**src/sv/cbq_pkg.sv**
```systemverilog
`timescale 1ns / 1ps
// ---------------------------------------------------------------------------
// Cascaded biquad filter package
// Widths, register indexes, control word layout and the microprogram.
// ---------------------------------------------------------------------------
package cbq_pkg;

   // Defaults for the top-level parameters
   localparam int DEF_SAMPLE_BITS  = 24;
   localparam int DEF_MAX_SECTIONS = 3;

   // Coefficient format Q4.22
   localparam int COEF_BITS = 26;
   localparam int COEF_FRAC = 22;

   // Configuration register map
   localparam int CSR_INDEX_BITS = 3;
   localparam logic [CSR_INDEX_BITS-1:0] CSR_COEF_B0       = 3'd0;
   localparam logic [CSR_INDEX_BITS-1:0] CSR_COEF_B1       = 3'd1;
   localparam logic [CSR_INDEX_BITS-1:0] CSR_COEF_B2       = 3'd2;
   localparam logic [CSR_INDEX_BITS-1:0] CSR_COEF_A1       = 3'd3;
   localparam logic [CSR_INDEX_BITS-1:0] CSR_COEF_A2       = 3'd4;
   localparam logic [CSR_INDEX_BITS-1:0] CSR_SECTION_COUNT = 3'd5;

   localparam int                COUNT_BITS  = 2;
   localparam logic [COUNT_BITS-1:0] COUNT_RESET = 2'd2;

   // Shared coefficient set
   typedef struct packed {
      logic signed [COEF_BITS-1:0] b0;
      logic signed [COEF_BITS-1:0] b1;
      logic signed [COEF_BITS-1:0] b2;
      logic signed [COEF_BITS-1:0] a1;
      logic signed [COEF_BITS-1:0] a2;
   } coef_set_type;

   // Microprogram steps
   localparam int STEP_BITS = 4;
   localparam logic [STEP_BITS-1:0] STEP_MUL_B0 = 4'd0;
   localparam logic [STEP_BITS-1:0] STEP_MUL_B1 = 4'd1;
   localparam logic [STEP_BITS-1:0] STEP_MUL_B2 = 4'd2;
   localparam logic [STEP_BITS-1:0] STEP_MUL_A1 = 4'd3;
   localparam logic [STEP_BITS-1:0] STEP_MUL_A2 = 4'd4;
   localparam logic [STEP_BITS-1:0] STEP_ACC_A2 = 4'd5;
   localparam logic [STEP_BITS-1:0] STEP_ROUND  = 4'd6;
   localparam logic [STEP_BITS-1:0] STEP_SHIFT  = 4'd7;
   localparam logic [STEP_BITS-1:0] STEP_END    = 4'd8;

   typedef enum logic [2:0] {
      COEF_SEL_B0,
      COEF_SEL_B1,
      COEF_SEL_B2,
      COEF_SEL_A1,
      COEF_SEL_A2
   } coef_sel_type;

   typedef enum logic {
      OPD_X,
      OPD_HIST
   } opd_sel_type;

   typedef enum logic [1:0] {
      ACC_HOLD,
      ACC_LOAD,
      ACC_ADD,
      ACC_SUB
   } acc_op_type;

   typedef enum logic [1:0] {
      SEQ_NEXT,
      SEQ_LOOP,
      SEQ_END
   } seq_op_type;

   // One control word of the microprogram
   typedef struct packed {
      logic         mul_en;    // load the product register
      coef_sel_type coef_sel;
      opd_sel_type  opd_sel;
      logic         row_off;   // 0: this section's input row, 1: its output row
      logic         col;       // 0: one sample back, 1: two samples back
      acc_op_type   acc_op;
      logic         round_en;  // round and saturate the accumulator
      logic         adv_en;    // pass the section output on as next input
      logic         shift_en;  // push the current input into the history row
      logic         emit;      // hand the final output to the result register
      seq_op_type   seq_op;
   } ctrl_word_type;

   localparam ctrl_word_type CTRL_NOP = '{
      mul_en:   1'b0,
      coef_sel: COEF_SEL_B0,
      opd_sel:  OPD_X,
      row_off:  1'b0,
      col:      1'b0,
      acc_op:   ACC_HOLD,
      round_en: 1'b0,
      adv_en:   1'b0,
      shift_en: 1'b0,
      emit:     1'b0,
      seq_op:   SEQ_NEXT
   };

   // Microcode ROM: eight steps per section, then one closing step
   function automatic ctrl_word_type ucode_rom(input logic [STEP_BITS-1:0] step);
      ctrl_word_type w;
      w = CTRL_NOP;
      case (step)
         STEP_MUL_B0: begin
            w.mul_en   = 1'b1;
            w.coef_sel = COEF_SEL_B0;
            w.opd_sel  = OPD_X;
         end
         STEP_MUL_B1: begin
            w.mul_en   = 1'b1;
            w.coef_sel = COEF_SEL_B1;
            w.opd_sel  = OPD_HIST;
            w.row_off  = 1'b0;
            w.col      = 1'b0;
            w.acc_op   = ACC_LOAD;
         end
         STEP_MUL_B2: begin
            w.mul_en   = 1'b1;
            w.coef_sel = COEF_SEL_B2;
            w.opd_sel  = OPD_HIST;
            w.row_off  = 1'b0;
            w.col      = 1'b1;
            w.acc_op   = ACC_ADD;
         end
         STEP_MUL_A1: begin
            w.mul_en   = 1'b1;
            w.coef_sel = COEF_SEL_A1;
            w.opd_sel  = OPD_HIST;
            w.row_off  = 1'b1;
            w.col      = 1'b0;
            w.acc_op   = ACC_ADD;
         end
         STEP_MUL_A2: begin
            w.mul_en   = 1'b1;
            w.coef_sel = COEF_SEL_A2;
            w.opd_sel  = OPD_HIST;
            w.row_off  = 1'b1;
            w.col      = 1'b1;
            w.acc_op   = ACC_SUB;
         end
         STEP_ACC_A2: begin
            w.acc_op = ACC_SUB;
         end
         STEP_ROUND: begin
            w.round_en = 1'b1;
         end
         STEP_SHIFT: begin
            w.shift_en = 1'b1;
            w.adv_en   = 1'b1;
            w.seq_op   = SEQ_LOOP;
         end
         STEP_END: begin
            w.shift_en = 1'b1;
            w.emit     = 1'b1;
            w.seq_op   = SEQ_END;
         end
         default: begin
            w = CTRL_NOP;
         end
      endcase
      return w;
   endfunction

endpackage

```
**src/sv/cbq_sequencer.sv**
```systemverilog
`timescale 1ns / 1ps
// ---------------------------------------------------------------------------
// Cascaded biquad microsequencer
// Steps through the microcode ROM once per section and issues control words.
// ---------------------------------------------------------------------------
module cbq_sequencer #(
   parameter int MAX_SECTIONS = cbq_pkg::DEF_MAX_SECTIONS
) (
   input  logic                                 clock,
   input  logic                                 reset,
   input  logic                                 start,
   input  logic                                 hold,
   output logic                                 busy,
   output logic [$clog2(MAX_SECTIONS+1)-1:0]    sec,
   output cbq_pkg::ctrl_word_type               ctrl
);

   localparam int SEC_W = $clog2(MAX_SECTIONS + 1);
   localparam logic [SEC_W-1:0] SEC_LAST = SEC_W'(MAX_SECTIONS - 1);

   logic                              running_ff, running_in;
   logic [cbq_pkg::STEP_BITS-1:0]     step_ff, step_in;
   logic [SEC_W-1:0]                  sec_ff, sec_in;
   cbq_pkg::ctrl_word_type            word;

   // Hold sequencer state
   always_ff @(posedge clock) begin
      if (reset) begin
         running_ff <= 1'b0;
         step_ff    <= cbq_pkg::STEP_MUL_B0;
         sec_ff     <= '0;
      end else begin
         running_ff <= running_in;
         step_ff    <= step_in;
         sec_ff     <= sec_in;
      end
   end

   // Fetch the control word and pick the next step
   always_comb begin
      word       = cbq_pkg::ucode_rom(step_ff);
      ctrl       = cbq_pkg::CTRL_NOP;
      running_in = running_ff;
      step_in    = step_ff;
      sec_in     = sec_ff;
      if (!running_ff) begin
         if (start) begin
            running_in = 1'b1;
            step_in    = cbq_pkg::STEP_MUL_B0;
            sec_in     = '0;
         end
      end else begin
         case (word.seq_op)
            cbq_pkg::SEQ_NEXT: begin
               ctrl    = word;
               step_in = step_ff + cbq_pkg::STEP_BITS'(1);
            end
            cbq_pkg::SEQ_LOOP: begin
               ctrl   = word;
               sec_in = sec_ff + SEC_W'(1);
               if (sec_ff == SEC_LAST) begin
                  step_in = cbq_pkg::STEP_END;
               end else begin
                  step_in = cbq_pkg::STEP_MUL_B0;
               end
            end
            cbq_pkg::SEQ_END: begin
               // wait here while the previous result is still unclaimed
               if (!hold) begin
                  ctrl       = word;
                  running_in = 1'b0;
               end
            end
            default: begin
               running_in = 1'b0;
            end
         endcase
      end
   end

   assign busy = running_ff;
   assign sec  = sec_ff;

endmodule

```
**src/sv/cbq_datapath.sv**
```systemverilog
`timescale 1ns / 1ps
// ---------------------------------------------------------------------------
// Cascaded biquad datapath
// Shared multiplier, accumulator, rounding/saturation and history rows.
// ---------------------------------------------------------------------------
module cbq_datapath #(
   parameter int SAMPLE_BITS  = cbq_pkg::DEF_SAMPLE_BITS,
   parameter int MAX_SECTIONS = cbq_pkg::DEF_MAX_SECTIONS
) (
   input  logic                                    clock,
   input  logic                                    reset,
   input  logic                                    load,
   input  logic signed [SAMPLE_BITS-1:0]           sample_in,
   input  cbq_pkg::coef_set_type                   coefs,
   input  logic [cbq_pkg::COUNT_BITS-1:0]          section_count,
   input  logic [$clog2(MAX_SECTIONS+1)-1:0]       sec,
   input  cbq_pkg::ctrl_word_type                  ctrl,
   output logic signed [SAMPLE_BITS-1:0]           sample_out
);

   localparam int SEC_W  = $clog2(MAX_SECTIONS + 1);
   localparam int CMP_W  = SEC_W + cbq_pkg::COUNT_BITS;
   localparam int PROD_W = cbq_pkg::COEF_BITS + SAMPLE_BITS;
   localparam int ACC_W  = PROD_W + 3;
   localparam int R_W    = ACC_W + 1 - cbq_pkg::COEF_FRAC;
   localparam logic signed [ACC_W:0] RND_BIAS = (ACC_W + 1)'(2 ** (cbq_pkg::COEF_FRAC - 1));
   localparam logic signed [R_W-1:0] SAT_HI =
      {{(R_W - SAMPLE_BITS + 1){1'b0}}, {(SAMPLE_BITS - 1){1'b1}}};
   localparam logic signed [R_W-1:0] SAT_LO =
      {{(R_W - SAMPLE_BITS + 1){1'b1}}, {(SAMPLE_BITS - 1){1'b0}}};

   // Row 0 holds the input history, row s+1 the output history of section s
   logic signed [SAMPLE_BITS-1:0] hist_ff [MAX_SECTIONS+1][2];

   logic signed [SAMPLE_BITS-1:0]     x_ff, x_in;
   logic signed [SAMPLE_BITS-1:0]     y_ff, y_in;
   logic signed [SAMPLE_BITS-1:0]     ys_ff, ys_in;
   logic signed [PROD_W-1:0]          prod_ff, prod_in;
   logic signed [ACC_W-1:0]           acc_ff, acc_in;
   logic signed [cbq_pkg::COEF_BITS-1:0] coef_mux;
   logic signed [SAMPLE_BITS-1:0]     opnd_mux;
   logic [SEC_W-1:0]                  rd_row;
   logic signed [ACC_W:0]             rnd_sum;
   logic signed [R_W-1:0]             rnd_q;
   logic                              sec_active;

   // Select multiplier operands
   always_comb begin
      rd_row = sec + SEC_W'(ctrl.row_off);
      case (ctrl.coef_sel)
         cbq_pkg::COEF_SEL_B0: coef_mux = coefs.b0;
         cbq_pkg::COEF_SEL_B1: coef_mux = coefs.b1;
         cbq_pkg::COEF_SEL_B2: coef_mux = coefs.b2;
         cbq_pkg::COEF_SEL_A1: coef_mux = coefs.a1;
         cbq_pkg::COEF_SEL_A2: coef_mux = coefs.a2;
         default:              coef_mux = coefs.b0;
      endcase
      if (ctrl.opd_sel == cbq_pkg::OPD_X) begin
         opnd_mux = x_ff;
      end else begin
         opnd_mux = hist_ff[rd_row][ctrl.col];
      end
      prod_in = coef_mux * opnd_mux;
   end

   // Accumulate the registered product
   always_comb begin
      case (ctrl.acc_op)
         cbq_pkg::ACC_LOAD: acc_in = ACC_W'(prod_ff);
         cbq_pkg::ACC_ADD:  acc_in = acc_ff + ACC_W'(prod_ff);
         cbq_pkg::ACC_SUB:  acc_in = acc_ff - ACC_W'(prod_ff);
         default:           acc_in = acc_ff;
      endcase
   end

   // Round half up to Q1.23, then saturate to the sample range
   always_comb begin
      rnd_sum = (ACC_W + 1)'(acc_ff) + RND_BIAS;
      rnd_q   = rnd_sum[ACC_W:cbq_pkg::COEF_FRAC];
      if (rnd_q > SAT_HI) begin
         ys_in = SAT_HI[SAMPLE_BITS-1:0];
      end else if (rnd_q < SAT_LO) begin
         ys_in = SAT_LO[SAMPLE_BITS-1:0];
      end else begin
         ys_in = rnd_q[SAMPLE_BITS-1:0];
      end
   end

   // A zero count still runs the first section
   assign sec_active = (sec == '0) || (CMP_W'(sec) < CMP_W'(section_count));

   // Advance the cascade: an idle section passes zero on
   always_comb begin
      x_in = x_ff;
      y_in = y_ff;
      if (load) begin
         x_in = sample_in;
      end else if (ctrl.adv_en) begin
         if (sec_active) begin
            x_in = ys_ff;
            y_in = ys_ff;
         end else begin
            x_in = '0;
         end
      end
   end

   // Hold datapath registers
   always_ff @(posedge clock) begin
      x_ff <= x_in;
      y_ff <= y_in;
      acc_ff <= acc_in;
      if (ctrl.mul_en) begin
         prod_ff <= prod_in;
      end
      if (ctrl.round_en) begin
         ys_ff <= ys_in;
      end
   end

   // Shift history rows; all history starts at zero
   always_ff @(posedge clock) begin
      if (reset) begin
         for (int r = 0; r <= MAX_SECTIONS; r++) begin
            hist_ff[r][0] <= '0;
            hist_ff[r][1] <= '0;
         end
      end else if (ctrl.shift_en) begin
         hist_ff[sec][1] <= hist_ff[sec][0];
         hist_ff[sec][0] <= x_ff;
      end
   end

   assign sample_out = y_ff;

endmodule

```
**src/sv/cascaded_biquad_filter.sv**
```systemverilog
`timescale 1ns / 1ps
// ---------------------------------------------------------------------------
// Cascaded biquad filter
// One to MAX_SECTIONS Direct Form I biquads on a shared coefficient set.
// ---------------------------------------------------------------------------
//   channel  | handshake              | payload
//   ---------+------------------------+-------------------------------
//   req      | req_valid / req_stall  | req_sample_in  (Q1.23)
//   rsp      | rsp_valid / rsp_stall  | rsp_sample_out (Q1.23, saturated)
//   csr      | csr_valid / csr_ready  | csr_index, csr_wdata
//
// An item runs 8 * MAX_SECTIONS + 1 microprogram steps on one shared
// multiplier (25 steps for three sections); the next item can be taken in
// the cycle after the closing step, not before it.
// Synchronous reset clears coefficients and history and sets two sections.
// The closing step waits while an earlier result is stalled on rsp.
// ---------------------------------------------------------------------------
module cascaded_biquad_filter #(
   parameter int SAMPLE_BITS  = cbq_pkg::DEF_SAMPLE_BITS,
   parameter int MAX_SECTIONS = cbq_pkg::DEF_MAX_SECTIONS
) (
   input  logic                                   clock,
   input  logic                                   reset,
   // input samples
   input  logic                                   req_valid,
   output logic                                   req_stall,
   input  logic signed [SAMPLE_BITS-1:0]          req_sample_in,
   // filtered samples
   output logic                                   rsp_valid,
   input  logic                                   rsp_stall,
   output logic signed [SAMPLE_BITS-1:0]          rsp_sample_out,
   // register writes
   input  logic                                   csr_valid,
   output logic                                   csr_ready,
   input  logic [cbq_pkg::CSR_INDEX_BITS-1:0]     csr_index,
   input  logic [cbq_pkg::COEF_BITS-1:0]          csr_wdata
);

   localparam int SEC_W = $clog2(MAX_SECTIONS + 1);

   cbq_pkg::coef_set_type               coefs_ff, coefs_in;
   logic [cbq_pkg::COUNT_BITS-1:0]      count_ff, count_in;
   logic                                rsp_valid_ff, rsp_valid_in;
   logic signed [SAMPLE_BITS-1:0]       rsp_data_ff, rsp_data_in;
   logic                                busy;
   logic                                req_accept;
   logic                                rsp_hold;
   logic [SEC_W-1:0]                    sec;
   cbq_pkg::ctrl_word_type              ctrl;
   logic signed [SAMPLE_BITS-1:0]       filt_out;

   assign req_accept = req_valid && !busy;
   assign rsp_hold   = rsp_valid_ff && rsp_stall;

   // Decode register writes
   always_comb begin
      coefs_in = coefs_ff;
      count_in = count_ff;
      if (csr_valid) begin
         case (csr_index)
            cbq_pkg::CSR_COEF_B0:       coefs_in.b0 = csr_wdata;
            cbq_pkg::CSR_COEF_B1:       coefs_in.b1 = csr_wdata;
            cbq_pkg::CSR_COEF_B2:       coefs_in.b2 = csr_wdata;
            cbq_pkg::CSR_COEF_A1:       coefs_in.a1 = csr_wdata;
            cbq_pkg::CSR_COEF_A2:       coefs_in.a2 = csr_wdata;
            cbq_pkg::CSR_SECTION_COUNT: count_in    = csr_wdata[cbq_pkg::COUNT_BITS-1:0];
            default: begin
               // drop writes to unmapped indexes
               count_in = count_ff;
            end
         endcase
      end
   end

   // Hold configuration registers
   always_ff @(posedge clock) begin
      if (reset) begin
         coefs_ff <= '0;
         count_ff <= cbq_pkg::COUNT_RESET;
      end else begin
         coefs_ff <= coefs_in;
         count_ff <= count_in;
      end
   end

   // Load the result register; keep it while stalled
   always_comb begin
      rsp_valid_in = ctrl.emit || rsp_hold;
      rsp_data_in  = ctrl.emit ? filt_out : rsp_data_ff;
   end

   always_ff @(posedge clock) begin
      if (reset) begin
         rsp_valid_ff <= 1'b0;
      end else begin
         rsp_valid_ff <= rsp_valid_in;
      end
      rsp_data_ff <= rsp_data_in;
   end

   cbq_sequencer #(
      .MAX_SECTIONS (MAX_SECTIONS)
   ) u_sequencer (
      .clock (clock),
      .reset (reset),
      .start (req_accept),
      .hold  (rsp_hold),
      .busy  (busy),
      .sec   (sec),
      .ctrl  (ctrl)
   );

   cbq_datapath #(
      .SAMPLE_BITS  (SAMPLE_BITS),
      .MAX_SECTIONS (MAX_SECTIONS)
   ) u_datapath (
      .clock         (clock),
      .reset         (reset),
      .load          (req_accept),
      .sample_in     (req_sample_in),
      .coefs         (coefs_ff),
      .section_count (count_ff),
      .sec           (sec),
      .ctrl          (ctrl),
      .sample_out    (filt_out)
   );

   assign req_stall      = busy;
   assign rsp_valid      = rsp_valid_ff;
   assign rsp_sample_out = rsp_data_ff;
   assign csr_ready      = 1'b1;

endmodule

```
**config.mk**
```make
export PLATFORM = sky130hd
export DESIGN_NAME = cascaded_biquad_filter
export DESIGN_NICKNAME = d
export VERILOG_FILES = /design/src/sv/cbq_pkg.sv /design/src/sv/cbq_sequencer.sv /design/src/sv/cbq_datapath.sv /design/src/sv/cascaded_biquad_filter.sv
export SDC_FILE = /design/constraint.sdc
export NUM_CORES = 2
export LEC_CHECK = 0
export ABC_AREA = 1
export ABC_CLOCK_PERIOD_IN_PS = 9600
export BUFFER_PORTS_ARGS = -buffer_cell sky130_fd_sc_hd__buf_4
export CAP_MARGIN = 30
export CORE_ASPECT_RATIO = 0.8
export CORE_MARGIN = 1.5
export CORE_UTILIZATION = 46
export DETAILED_ROUTE_END_ITERATION = 16
export PLACE_DENSITY = 0.6
export SETUP_SLACK_MARGIN = 0.15
export SYNTH_ARGS = -nofsm -noshare
export SYNTH_HDL_FRONTEND = slang
export SYNTH_SLANG_ARGS = --single-unit
```
**constraint.sdc**
```tcl
create_clock -name clock -period 9.6 [get_ports clock]
set_clock_uncertainty 0.15 [all_clocks]
set_input_delay 0.96 -clock clock [delete_from_list [all_inputs] [get_ports clock]]
set_output_delay 0.96 -clock clock [all_outputs]
set_load 0.01 [all_outputs]
```
==> flow_metrics.tcl <==
set metrics [dict create \
    status "finished, final reports clean" \
    ir_drop_uv 454 \
    wire_per_inst_microns 22.2 \
    overflow 0 \
    netSwitchingFraction_pct 52.7 \
    synth_cell_types 62 \
    seq_area_sq_um 14600 \
    tns_ps 0 \
    synth.most_common_cell "nand2_1" \
    stdcell_count 7894 \
    rows 110 \
    post-dp-hpwl_mm 137 \
    fillers 10812 \
    p_comb_share_pct 70.8 \
    core-area_sq_um 113000 \
    cp_slowest_cell "fa_1" \
    clk_pin_slew_ps 60 \
    yosysSeqAreaShare_pct 27.8 \
    yosys-top-cells-area "fa_1 (25%), edfxtp_1 (22%), nand2_1 (9.6%)" \
    setup_violations 0 \
    relSlewSlack_pct 30.8 \
    dr.pass1.iters 6 \
    viasPerCell 5.45 \
    grt_util_all_layers_pct 30.3 \
    num_vias 43017 \
    detail_route.wirelength_mm 175 \
    io_pins 85 \
    drc 0 \
    end_kind "register" \
    synth_top_area_share_pct 24.9 \
    clock_path_buffers 3 \
    synth_area_sq_um 52500 \
    clock_sinks 533 \
    multi_input_area_sq_um 32600 \
    netSwitchingPower_uw 10400 \
    ant_nets 0 \
    grt_max_degree 92 \
    synth-seq-cells 533 \
    grt_pass1_wl_mm 266 \
    worst_slew_pin_slew_ps 1030 \
    gp_routability_congestion 0.986 \
    nets 7246 \
    htree_levels 2 \
    ys_async_sr_fraction_pct 0 \
    crit_required_ps 9880 \
    max_cap_violations 0 \
    layout-drive-gt1-share_pct 8.65 \
    worstPathArrival_ps 9270 \
    dieArea_sq_um 116000 \
    netlist_instances 6281 \
    fmax_mhz 111 \
    cts.hold.buffers_added 0 \
    crit_type "reg2reg" \
    dieWidth_microns 381 \
    die_y_microns 305 \
    p_leak_uw 0.0261 \
    slew_violations 0 \
    hold_class "reg2reg" \
    synth_common_cells "nand2_1 (1339), inv_1 (1035), nor2_1 (959), fa_1 (652), edfxtp_1 (391)" \
    syn_avg_cell_area_sq_um 8.36 \
    synth_nets 7193 \
    io_buffers 83 \
    crit_path_start_kind "register" \
    synth_ff_type "edfxtp_1" \
    synth_edf_count 391 \
    synth_top_area_cell "fa_1" \
    rsz0062_at_grt "yes" \
    cts_root_buf "clkbuf_16" \
    path_max_fanout 13 \
    numCtsBuffers 57 \
    intPower_uw 9370 \
    final_hold_viol_count 0 \
    clock_latency_ps 710 \
    syn_to_final_growth_pct 8.76 \
    power.density_nw_per_um2 346 \
    initial_utilization_pct 46.5 \
    power_frac_clock_pct 12.0 \
    ys_warn_count 0 \
    finalCritPeriodShare_pct 93.7 \
    drt_iter0_markers 4404 \
    grt_pass1_vias 42060 \
    fin_crit_ps 8990 \
    dp.cells 7772 \
    seqPwrFrac_pct 17.2 \
    cpPeakStageDelay_ps 610 \
    antenna_found_initial 2 \
    tritoncts "built" \
]
## sequential cells by signal, summed over array words and instances (netlist names), named ones only
name                   flops
rsp_sample_out            24
u_datapath.hist_ff       192
u_datapath.sample_out     24
u_sequencer.step_ff        4
rsp_valid                  1
u_datapath.ys_ff          24
u_datapath.x_ff           24
count_ff                   2
u_sequencer.busy           1
u_sequencer.sec            2
coefs_ff                 130
u_datapath.prod_ff        50
u_datapath.acc_ff         53
## power by group through the flow
stage	clock network [uW]	registers (uW)	logic [uW]
global route	2480	3410	15600
CTS	2390	3390	13900
floorplan	0	3260	9410
detailed placement	0	3440	13700
global placement	0	3440	13700
finish	2370	3400	14000
## placed cells by master (no fill, tap or decap), types with 57 or more instances in the layout
master and instances:
ha_1 201, clkbuf_16 57, o21ai_0 290, fa_1 650
nand3_1 174, buf_4 204, nand2_1 1330, dfxtp_1 140
edfxtp_1 391, xor2_1 89, nor2_1 956, a21oi_1 208
inv_1 1029
## stage by stage
| stage | worst slack (ps) | area [sq um] | hold WS, ps | power (uW) | utilization (%) |
|---|---|---|---|---|---|
| final | 608 | 57100 | 269 | 19800 | 50.6 |
| after global routing | 144 | 57100 | 274 | 21500 | 50.6 |
| after CTS | 256 | 56900 | 269 | 19700 | 50.4 |
| after detailed placement | 296 | 54900 | 255 | 17100 | 48.7 |
| after global placement | 317 | 54800 | 251 | 17100 | 48.5 |
| after floorplan | 1290 | 52500 | 250 | 12700 | - |
## path summary, 6_finish.rpt
check | cells after the start | startpoint | to | slack, ps
min | 0 | u_datapath.sample_out[22]$_DFFE_PP_ | rsp_sample_out[22]$_DFFE_PP_ | 270
min reg2reg | 0 | u_datapath.sample_out[22]$_DFFE_PP_ | rsp_sample_out[22]$_DFFE_PP_ | 270
max | 34 | u_sequencer.step_ff[0]$_SDFFE_PP0P_ | u_datapath.prod_ff[39]$_DFFE_PP_ | 610
max reg2reg | 34 | u_sequencer.step_ff[0]$_SDFFE_PP0P_ | u_datapath.prod_ff[39]$_DFFE_PP_ | 610
## per-layer routing
layer  share of wire (%)  vias up  global-route usage [%]
met1                  45    21094                    45.2
li1                    -    19634                       -
met3                  11      248                    7.61
met4                 2.8        2                    7.65
met5               0.037        -                   0.412
met2                  41     2039                    43.5
## kinds of logic (layout without fill, tap and decap cells)
kind of cell               after synthesis  count (layout)  share of synthesized area [%]
adders and majority gates              854             854                           29.7
AOI/OAI and AO/OA                      695             695                           7.84
xor gates and xnor gates               136             137                           2.28
buffers and inverters                 1323            1422                           10.4
other                                    1               2                        0.00714
muxes                                   94              94                           1.90
and+or+nand+nor                       2645            2645                           20.2
DFF                                    533             533                           27.8
## timing repair
| action | 4_1_cts | 5_1_grt |
|---|---|---|
| setup endpoints to repair | 0 | 32 |
| gates resized for setup | 0 | 22 |
| buffers inserted | 0 | 13 |
## layout make-up
type | instances | share of cell area [%]
flip-flops and latches | 533 | 25.5
clock inverters | 35 | 0.835
multi-input cells | 4426 | 57.1
well taps | 1512 | 3.31
repair buffers | 222 | 3.29
diodes | 1 | 0.00438
clock buffers | 71 | 2.64
inverters | 1094 | 7.26
## critical path, delay by kind of cell (launching register included)
family | cells | cell delay [ps]
AO/OA/AOI/OAI | 4 | 640
AND/OR/NAND/NOR | 12 | 1500
multiplexers | 1 | 350
buffers and inverters | 7 | 970
flip-flops | 1 | 380
adder cells (fa/ha/maj) | 10 | 4740
Note: power is estimated with default switching activity, not from simulation.
